[src/sv/tss_pkg.sv]
// Package for the telemetry signal store: command codes, controller states,
// the control and status structs between controller and datapath. No dependencies.
package tss_pkg;

    typedef enum logic [2:0] {
        CMD_UPDATE     = 3'd0,
        CMD_INVALIDATE = 3'd1,
        CMD_READ       = 3'd2,
        CMD_SNAPSHOT   = 3'd3,
        CMD_STATS      = 3'd4,
        CMD_DEFINE     = 3'd5
    } cmd_t;

    // Event counter numbers.
    localparam logic [2:0] EV_ACCEPT  = 3'd0;
    localparam logic [2:0] EV_BAD_ID  = 3'd1;
    localparam logic [2:0] EV_BAD_SRC = 3'd2;
    localparam logic [2:0] EV_BAD_TYP = 3'd3;
    localparam logic [2:0] EV_BAD_RNG = 3'd4;
    localparam logic [2:0] EV_BAD_TIM = 3'd5;
    localparam logic [2:0] EV_INVAL   = 3'd6;
    localparam logic [2:0] EV_STALE   = 3'd7;

    localparam logic [1:0] Q_INVALID = 2'd0;
    localparam logic [1:0] Q_VALID   = 2'd1;
    localparam logic [1:0] Q_STALE   = 2'd2;

    typedef enum logic [2:0] {
        ST_IDLE,
        ST_SWEEP,
        ST_EXEC,
        ST_EMIT,
        ST_LIST,
        ST_STATS
    } state_t;

    // Controller to datapath.
    typedef struct packed {
        logic       load;       // capture the command beat
        logic       sweep;      // stale check of entry at index
        logic       exec;       // execute update/invalidate/define on the latched entry
        logic       emit;       // drive one result
        logic       emit_ctr;   // result carries an event counter
        logic       emit_err;   // result carries status 1 with zeroed fields
        logic       emit_last;
        logic [5:0] index;      // sweep/list/counter index
        logic       use_index;  // result reports index instead of latched id
    } tss_ctrl_t;

    // Datapath to controller.
    typedef struct packed {
        cmd_t       cmd;
        logic       bad_cmd;
        logic       id_ok;
    } tss_stat_t;

endpackage

[src/sv/tss_control.sv]
// Controller of the telemetry signal store: sequences sweeps, execution and
// result beats. Depends on tss_pkg.
module tss_control
    import tss_pkg::*;
#(
    parameter int SIGNAL_COUNT = 32
)
(
    input  logic      clk,
    input  logic      rst_n,
    input  logic      start,
    output logic      busy,
    input  tss_stat_t stat,
    output tss_ctrl_t ctrl
);

    localparam logic [5:0] LAST_IX = 6'(SIGNAL_COUNT - 1);

    state_t     state_reg, state_next;
    logic [5:0] ix_reg, ix_next;
    logic       accept;

    assign accept = start && (state_reg == ST_IDLE);
    assign busy   = (state_reg != ST_IDLE);

    always_ff @(posedge clk or negedge rst_n)
    begin
        if (!rst_n)
        begin
            state_reg <= ST_IDLE;
            ix_reg    <= '0;
        end
        else
        begin
            state_reg <= state_next;
            ix_reg    <= ix_next;
        end
    end

    always_comb
    begin
        state_next = state_reg;
        ix_next    = ix_reg;
        unique case (state_reg)
            ST_IDLE:
                if (start)
                    state_next = ST_EXEC;
            ST_EXEC:
            begin
                ix_next = '0;
                if (stat.bad_cmd)
                    state_next = ST_EMIT;
                else if (stat.cmd == CMD_SNAPSHOT
                         || (stat.cmd == CMD_READ && stat.id_ok))
                    state_next = ST_SWEEP;
                else if (stat.cmd == CMD_STATS)
                    state_next = ST_STATS;
                else
                    state_next = ST_EMIT;
            end
            ST_SWEEP:
            begin
                ix_next = ix_reg + 6'd1;
                if (ix_reg == LAST_IX)
                begin
                    ix_next    = '0;
                    state_next = (stat.cmd == CMD_SNAPSHOT) ? ST_LIST : ST_EMIT;
                end
            end
            ST_LIST:
            begin
                ix_next = ix_reg + 6'd1;
                if (ix_reg == LAST_IX)
                    state_next = ST_IDLE;
            end
            ST_STATS:
            begin
                ix_next = ix_reg + 6'd1;
                if (ix_reg == 6'd7)
                    state_next = ST_IDLE;
            end
            ST_EMIT:
                state_next = ST_IDLE;
            default:
                state_next = ST_IDLE;
        endcase
    end

    always_comb
    begin
        ctrl = '0;
        ctrl.index = ix_reg;
        unique case (state_reg)
            ST_IDLE:
                ctrl.load = accept;
            ST_EXEC:
                ctrl.exec = !stat.bad_cmd;
            ST_SWEEP:
                ctrl.sweep = 1'b1;
            ST_LIST:
            begin
                ctrl.emit      = 1'b1;
                ctrl.use_index = 1'b1;
                ctrl.emit_last = (ix_reg == LAST_IX);
            end
            ST_STATS:
            begin
                ctrl.emit      = 1'b1;
                ctrl.emit_ctr  = 1'b1;
                ctrl.emit_last = (ix_reg == 6'd7);
            end
            ST_EMIT:
            begin
                ctrl.emit      = 1'b1;
                ctrl.emit_last = 1'b1;
                ctrl.emit_err  = stat.bad_cmd || !stat.id_ok;
            end
            default: ;
        endcase
    end

endmodule

[config.mk]
export PLATFORM = sky130hd
export DESIGN_NAME = tss_control
export DESIGN_NICKNAME = d
export VERILOG_FILES = /design/src/sv/tss_pkg.sv /design/src/sv/tss_control.sv
export SDC_FILE = /design/constraint.sdc
export NUM_CORES = 1
export LEC_CHECK = 0
export ABC_CLOCK_PERIOD_IN_PS = 1500
export BUFFER_PORTS_ARGS = -buffer_cell sky130_fd_sc_hd__clkbuf_2
export CAP_MARGIN = 10
export CORE_MARGIN = 3
export CORE_UTILIZATION = 44
export DETAILED_ROUTE_END_ITERATION = 7
export GPL_TIMING_DRIVEN = 0
export PLACE_DENSITY = 0.79
export SYNTH_ARGS = -nofsm -noshare
export SYNTH_HDL_FRONTEND = slang
export SYNTH_SLANG_ARGS = --single-unit
[constraint.sdc]
create_clock -name clk -period 1.5 [get_ports clk]
set_input_delay 0 -clock clk [delete_from_list [all_inputs] [get_ports clk]]
set_output_delay 0 -clock clk [all_outputs]
set_load 0.005 [all_outputs]
==> results of run 1 <==
## cell families after synthesis
family,share of synthesized area
fa+ha+maj,0.0171
buf+inv,0.0564
compound gates,0.267
simple gates,0.352
flops,0.308
## synthesized netlist by cell type (all sizes together) (2+ instances only)
cell     n
a21oi    4
a31oi    3
and3     2
buf      5
dfrtp    9
inv      2
nand2   15
nand2b   4
nand3    2
nand3b   2
nor2     9
nor2b    2
nor3     4
o21ai    7
or3      2
## final timing paths
path / start / to / slack (ns) / cells after the start
setup / recovery: ix_reg[5]$_DFFE_PN0P_ / ctrl[7] / 0.03 / 5
hold / removal: stat[4] / state_reg[2]$_DFFE_PN0P_ / 0.11 / 3
setup reg to reg: ix_reg[0]$_DFFE_PN0P_ / ix_reg[3]$_DFFE_PN0P_ / 0.05 / 5
hold reg to reg: ix_reg[3]$_DFFE_PN0P_ / ix_reg[3]$_DFFE_PN0P_ / 0.61 / 1
max in group asynchronous: rst_n / ix_reg[3]$_DFFE_PN0P_ / 1.15 / 2
min in group asynchronous: rst_n / ix_reg[2]$_DFFE_PN0P_ / 0.13 / 2
## timing repair
action,CTS,global route
setup buffers,5,0
pin swaps,4,5
hold endpoints to repair,9,0
endpoints found under the setup margin,2,5
gates resized for setup,9,4
hold buffers,1,0
## per-layer routing
metal / up-vias / part of all wire / track usage / wire [um]
met5: - / 0 / 0 / 0
met4: 0 / 0.024 / 0.0994 / 44
met3: 5 / 0.052 / 0.0115 / 96
li1: 393 / - / - / -
met1: 382 / 0.44 / 0.263 / 806
met2: 24 / 0.48 / 0.328 / 883
## per-stage QoR
step | hold slack (ns) | total power, mW | cells | worst slack [ns] | util
6_report | 0.106 | 1.48 | 136 | 0.0273 | 0.639
5_1_grt | 0.154 | 1.64 | 136 | -0.0857 | 0.639
4_1_cts | 0.0960 | 1.49 | 136 | -0.0833 | 0.633
3_5_place_dp | -0.124 | 1.20 | 126 | -0.00730 | 0.559
3_3_place_gp | -0.133 | 1.18 | 126 | 0.00183 | 0.559
2_1_floorplan | -0.296 | 0.949 | 88 | 0.0769 | -
## cell type report
cell class,count,area [um^2],area share
Buffer,5,36.3,0.0368
Clock buffer,4,26.3,0.0267
Inverter,2,7.51,0.00762
Multi-Input combinational cell,72,510,0.518
Sequential cell,9,226,0.230
Tap cell,16,20.0,0.0203
Timing Repair Buffer,28,158,0.160
## cells in the final DEF (no fill, tap or decap), types with 2 or more instances in the layout
cell and instances:
dfrtp_1 8, nand2_4 2, nor3_1 3, nand2_1 13, or3_1 2, clkbuf_2 21
buf_2 3, nor2_2 2, a31oi_1 3, nand3b_1 2, clkbuf_4 4, buf_4 6
a21oi_1 3, nor2b_1 2, inv_1 2, nor2_1 7, o21ai_0 6, nand2b_1 3
## power groups by stage
stage	combinational (mW)	sequential, mW	clock [mW]
5_1_grt	1.01	0.417	0.213
3_5_place_dp	0.794	0.402	0
6_report	0.892	0.401	0.191
2_1_floorplan	0.562	0.387	0
4_1_cts	0.887	0.403	0.201
3_3_place_gp	0.785	0.394	0
## critical path: stages (launching register included)
cell and delay (ns):
dfrtp_1 0.48, nand2b_4 0.21, nor3_2 0.20, a21oi_2 0.06
o21ai_1 0.12, buf_2 0.12
==> metrics, run 1 <==
initial antenna violation count 0; die area 2190 um^2; # nets final 130; asr flop ratio synth 1.00; core box area 1540 um^2; GPL Wtd Cong 0.785; Post-synth EDFFs 0; Routed Antenna Nets 0; Cells after Synth 88; worst vdd ir 0.000746 V; top cell type's share of synthesized area 0.308; Vias 804; syn_nets between 90 and 100; post-layout min period between 1 and 1.5 ns; max reg flops 6; Post-Synthesis Cell Area 732 um^2; Worst slew margin 0.765; Global Route Usage Sum 0.199; Setup Skew 0.0118 ns; initial core utilization 0.475; FF+latch count, synth 9; nature of the critical path endpoint output port; Iter 0 DRT Violations 18; sequential fraction of design power 0.270; CP Data Required Time ~1.5 ns; Fmax between 0.6 and 0.7 GHz; Leak Pwr 0.460 nW; WL/cell 13.5 um; routed vias/inst 5.91; first-pass GRT wire length approximately 3100 um; synth top area cells dfrtp_1, nand2_1, o21ai_0, nor2_1, a21oi_1; clk slew on worst S/H paths roughly 0.070 ns; input/output buffers 22; Ports 23; crit path DAT 1.47 ns; CTS sink count 9; largest net degree at the start of global routing 11; Final Setup Violations 0; Hold WC Path Type in2reg; internal power between 0.8 and 0.9 mW; root buf cell clkbuf_4; Die Span Y 46.8 um; Horiz. Die Dim 46.8 um; post-route setup TNS 0 ns; Final HPWL DP 1320 um; Ys Warns 0; CTS Buf Count 3; proportion of power drawn by the clock network 0.129; router iterations before antenna repair 4; placed instance area approximately 860 um^2; vias in the first global route 725; Slew Viols, Final 0; # H-tree levels 1; clk_lat worst skew ~0.27 ns; ant diodes 0; Worst-Margin Slew approximately 0.35 ns; WL final 1830 um; synth-to-layout area growth 34.5%; Yosys cell types 37; switching share of power 0.446; # fillers around 140; DRC Markers 0; Bufs on Longest Clock Path 2; Startpoint Class register; Power Density 1510 nW/um^2; layout cells sized above 1 0.425; Comb power frac 0.601; top_reg_cell synth dfrtp_1; CTS tree yes; total grt overflow 0; critical path type reg2out; final hold vios 0; crit-path max FO 6; register area share after synthesis 0.308; max-cap violations 0; Design Area, Final slightly below 1000 um^2; Final Cycle Share 0.982; Rows 14; largest area contributor in the netlist dfrtp_1; RSZ-0062 raised after global routing true; P_sw 0.663 mW; status finished, final reports clean; syn_area_per_cell 8.32 um^2
(Power assumes the default switching activity.)
==> run 2, diff against run 1 <==
- BUFFER_PORTS_ARGS: -buffer_cell sky130_fd_sc_hd__clkbuf_2 -> -buffer_cell sky130_fd_sc_hd__buf_2
- REMOVE_ABC_BUFFERS: default -> 1
==> run 2 against run 1 <==
Global-route usage fell by 0.20 points. First-iteration DRC count rose by 11%. Worst setup slack improved by 0.0022 ns. Clock skew fell by 0.011 ns. Largest cell class unchanged. Largest power group unchanged. Highest routed layer unchanged.
==> metrics, run 2 (synthesis gave the netlist of run 1 again) <==
status finished, final reports clean; crit path DAT 1.65 ns (+0.18 ns); core box area 1540 um^2 (unchanged); root buf cell clkbuf_4; Worst-Margin Slew 0.352 ns (-0.000989 ns); WL final 1890 um (+3.4%); Global Route Usage Sum 0.197 (-0.00202); DRC Markers 0 (unchanged); non-filler cells, final 133 (-2.2%); crit-path max FO 5 (-1); critical path's top delay family flip-flops; total grt overflow 0 (unchanged); Bufs on Longest Clock Path 2 (unchanged); synth-to-layout area growth 31.6%; routed vias/inst 5.92 (+0.22%); nature of the critical path endpoint register; largest net degree at the start of global routing 18 (+7); worst r2r src ix_reg[0]$_DFFE_PN0P_; largest stage delay on the critical path 0.43 ns (-0.05 ns); most frequent cells in the layout buf_2, nand2_1, nor2_1, buf_4, o21ai_0; max reg flops 6 (unchanged); FF-to-FF End ix_reg[3]$_DFFE_PN0P_; CP Data Required Time 1.68 ns (+0.18 ns); Final HPWL DP 1290 um (-2.2%); # nets final 127 (-2.3%); CP max-delay cell dfrtp_2; Cells after DPL 121 (-4.0%); placed instance area 828 um^2 (-3.9%); crit path to ix_reg[3]$_DFFE_PN0P_; Horiz. Die Dim 46.8 um (unchanged); worst vdd ir 0.000792 V (+6.2%); critical path type reg2reg; clk slew on worst S/H paths 0.06 ns (about the same); Power Density 1530 nW/um^2 (+1.3%); Design Area, Final 963 um^2 (-2.2%); final hold vios 0 (unchanged); CTS Buf Count 3 (unchanged); Worst slew margin 0.766 (about the same); Rows 14 (unchanged); Ports 23 (unchanged); GPL Wtd Cong 0.777 (-1.1%); # H-tree levels 1 (unchanged); router iterations before antenna repair 4 (unchanged); Fmax 0.680 GHz (+0.15%); ant diodes 0 (unchanged); Vias 788 (-2.0%); Routed Antenna Nets 0 (unchanged); input/output buffers 22 (unchanged); most common cell after layout, fill and taps aside buf_2; CTS tree yes; RSZ-0062 raised after global routing true; Die Span Y 46.8 um (unchanged); Startpoint Class register; initial antenna violation count 0 (unchanged); Setup Skew 0.000979 ns (-0.0108 ns); first-pass GRT wire length 2970 um (-5.3%); Slew Viols, Final 0 (unchanged); max-cap violations 0 (unchanged); CP bufs+invs 1 (unchanged); WL/cell 14.2 um (+5.8%); Iter 0 DRT Violations 20 (+2); layout cells sized above 1 0.444 (+0.0194); # fillers 141 (-2.1%); Final Cycle Share 0.980 (-0.00148); initial core utilization 0.475 (unchanged); vias in the first global route 683 (-5.8%); CP Cell Sequence buf_4, and3_2, nand2b_1, o2111a_1, a221oi_2; clk_lat worst skew 0.27 ns (about the same); Final Setup Violations 0 (unchanged); crit path from ix_reg[0]$_DFFE_PN0P_; Hold WC Path Type in2reg; CTS sink count 9 (unchanged); die area 2190 um^2 (unchanged); FF-to-FF setup slack 0.03 ns (-0.02 ns); R2R depth 5 (unchanged); cell depth of the worst setup path 5 (unchanged); Leak Pwr 0.435 nW (-5.5%); post-layout min period 1.47 ns (-0.00222 ns)
## run 2: metrics by stage
stage | TNS, ns | utilization | setup WS, ns | hold slack, ns | total power [mW]
CTS | 0 | 0.595 | 0.00369 | 0.0619 | 1.39
global placement | -0.0211 | 0.537 | -0.0211 | -0.139 | 1.09
detailed placement | -0.0904 | 0.537 | -0.0555 | -0.137 | 1.12
floorplan | 0 | - | 0.0765 | -0.296 | 0.869
finish | 0 | 0.625 | 0.0295 | 0.0556 | 1.47
global route | -0.196 | 0.625 | -0.0767 | 0.0880 | 1.62
## run 2: where the power goes
part	switching (mW)	total (mW)	internal [mW]	leakage, nW
Combinational	0.405	0.787	0.382	0.307
Sequential	0.166	0.488	0.322	0.113
Clock	0.0934	0.196	0.103	0.0150
## run 2: area by class of cell
type	count	area, um^2	share of cell area
repair buffers	30	173	0.179
flip-flops and latches	9	231	0.240
well taps	16	20.0	0.0208
clock buffers	4	26.3	0.0273
inverters	2	7.51	0.00779
multi-input cells	72	505	0.525
## run 2: layer usage
layer	wire, um	vias up	track usage
li1	-	381	-
met1	820	374	0.229
met2	908	29	0.331
met3	118	4	0.0421
met4	46	0	0.116
met5	0	-	0
## run 2: worst min-delay path by stage
stage	startpoint	endpoint	slack [ns]	depth (start not counted)
5_1_grt	stat[4]	state_reg[2]$_DFFE_PN0P_	0.09	3
3_5_place_dp	rst_n	ix_reg[1]$_DFFE_PN0P_	-0.14	1
4_1_cts	stat[4]	state_reg[2]$_DFFE_PN0P_	0.06	3
6_report	stat[4]	state_reg[2]$_DFFE_PN0P_	0.06	3
2_1_floorplan	rst_n	ix_reg[0]$_DFFE_PN0P_	-0.30	0
3_3_place_gp	rst_n	ix_reg[0]$_DFFE_PN0P_	-0.14	1
## run 2: repair_timing
action                                 CTS  global route
hold buffers                             1             0
gates resized for setup                 13             1
endpoints found under the hold margin    9             0
setup endpoints to repair                9             4
buffers inserted                         1             6
gates cloned                             0             0
## run 2: worst register-to-register path: cells and delay by family (launching register included)
family	cells	cell delay, ns
buf+inv	1	0.15
flops	1	0.43
simple gates	2	0.39
compound gates	2	0.41
==> run 3, diff against run 2 <==
- CORE_UTILIZATION: 44 -> 35
- PLACE_DENSITY: 0.79 -> 0.67
==> run 3 against run 2 <==
Die area is 22% higher. Critical path depth did not move. Largest cell class unchanged. Sequential power fell by 2%. Maximum frequency increased by 1.9%. Clock power shrank 4%.
==> metrics, run 3 (synthesis gave the netlist of run 1 again) <==
first-pass GRT wire length 2840 um (-4.4%); critical path's top delay family flip-flops; GPL Wtd Cong 0.806 (+3.8%); Hold WC Path Type in2reg; pre-CTS worst setup slack -0.0320 ns (+0.0236 ns); # nets final 127 (unchanged); Die Span Y 51.7 um (+11%); worst r2r src ix_reg[0]$_DFFE_PN0P_; largest net degree at the start of global routing 18 (unchanged); post-layout min period 1.44 ns (-0.0276 ns); FF-to-FF setup slack 0.06 ns (+0.03 ns); max reg flops 6 (unchanged); synth-to-layout area growth 33.7%; total grt overflow 0 (unchanged); CTS Buf Count 3 (unchanged); Setup Skew 0.00634 ns (+0.00536 ns); WL/cell 12.6 um (-12%); hold path cells 3 (unchanged); Worst slew margin 0.763 (-0.00258); Final HPWL DP 1230 um (-4.5%); Final Setup Violations 0 (unchanged); non-filler cells, final 142 (+6.8%); Routed Antenna Nets 0 (unchanged); CTS tree yes; nature of the critical path endpoint register; crit-path max FO 5 (unchanged); layout cells sized above 1 0.436 (-0.00855); CP Cell Sequence buf_4, and3_2, nand2b_1, o2111a_1, a221oi_2; Slew Viols, Final 0 (unchanged); Bufs on Longest Clock Path 2 (unchanged); Leak Pwr 0.449 nW (+3.2%); worst vdd ir 0.000769 V (-2.9%); clk_lat worst skew 0.26 ns (about the same); clk slew on worst S/H paths 0.06 ns (about the same); Power Density 1490 nW/um^2 (-2.6%); crit path from ix_reg[0]$_DFFE_PN0P_; most frequent cells in the layout buf_2, nand2_1, nor2_1, buf_4, o21ai_0; status finished, final reports clean; ant diodes 0 (unchanged); Global Route Usage Sum 0.141 (-0.0560); initial antenna violation count 0 (unchanged); Cells after DPL 130 (+7.4%); max-cap violations 0 (unchanged); largest stage delay on the critical path 0.41 ns (-0.02 ns); most common cell after layout, fill and taps aside buf_2; router iterations before antenna repair 4 (unchanged); # fillers 198 (+40%); critical path type reg2reg; die area 2680 um^2 (+22%); setup slack after layout 0.0571 ns (+0.0276 ns); # H-tree levels 1 (unchanged); Worst-Margin Slew 0.356 ns (+0.00386 ns); Iter 0 DRT Violations 10 (-50%); input/output buffers 22 (unchanged); final hold vios 0 (unchanged); Fmax 0.693 GHz (+1.9%); Startpoint Class register; Ports 23 (unchanged); Vias 772 (-2.0%); CP Data Required Time 1.67 ns (about the same); root buf cell clkbuf_4; initial core utilization 0.398 (-0.0769); DRC Markers 0 (unchanged); WL final 1790 um (-5.7%); Horiz. Die Dim 51.7 um (+11%); R2R depth 5 (unchanged); CP bufs+invs 1 (unchanged); RSZ-0062 raised after global routing true; Hold Path Origin stat[4]; CP max-delay cell dfrtp_1; WHS Endpoint state_reg[2]$_DFFE_PN0P_; FF-to-FF End ix_reg[3]$_DFFE_PN0P_; Rows 15 (+1); core box area 1840 um^2 (+19%); Final Cycle Share 0.962 (-0.0184); crit path DAT 1.62 ns (-0.03 ns); routed vias/inst 5.44 (-8.2%); CTS sink count 9 (unchanged); vias in the first global route 630 (-7.8%)
-- run 3: stage by stage --
step | hold slack, ns | instance area (um^2) | total power [mW] | setup TNS [ns] | util
floorplan | -0.296 | 698 | 0.869 | 0 | -
global placement | -0.137 | 840 | 1.10 | -0.0403 | 0.456
detailed placement | -0.136 | 840 | 1.11 | -0.0446 | 0.456
CTS | 0.0740 | 930 | 1.38 | -0.00521 | 0.505
global route | 0.0977 | 978 | 1.61 | -0.131 | 0.532
finish | 0.0799 | 978 | 1.46 | 0 | 0.532
-- run 3: area by class of cell --
type                            count  area [um^2]  area share
Sequential cell                     9          230       0.235
Multi-Input combinational cell     72          510       0.522
Tap cell                           25         31.3      0.0320
Inverter                            2         7.51     0.00767
Timing Repair Buffer               30          173       0.176
Clock buffer                        4         26.3      0.0269
-- run 3: worst max path at each step --
stage,end,slack (ns),depth (start not counted)
floorplan,ix_reg[3]$_DFFE_PN0P_,0.08,5
global placement,ix_reg[5]$_DFFE_PN0P_,-0.03,4
detailed placement,ix_reg[5]$_DFFE_PN0P_,-0.03,4
CTS,ix_reg[5]$_DFFE_PN0P_,-0.005,4
global route,ctrl[7],-0.10,6
finish,ix_reg[3]$_DFFE_PN0P_,0.06,5
-- run 3: layer usage --
metal  routed length [um]  up-vias  track usage
met3                  105        5       0.0258
met4                   42        0       0.0655
met5                    0        -            0
li1                     -      389            -
met1                  848      354        0.182
met2                  788       24        0.227
-- run 3: report_power, final --
part | internal [mW] | total, mW | switching, mW
sequential | 0.320 | 0.477 | 0.157
clock | 0.103 | 0.188 | 0.0856
combinational | 0.386 | 0.791 | 0.404
-- run 3: what timing repair did --
action,in CTS,in global routing
hold buffers,1,0
endpoints found under the setup margin,8,5
setup buffers,2,5
pin swaps,0,1
endpoints found under the hold margin,9,0
resized for setup,10,4
-- run 3: worst min-delay path: stages --
cell and delay [ns]:
buf_2 0.11, a31oi_1 0.07, o2bb2ai_1 0.12
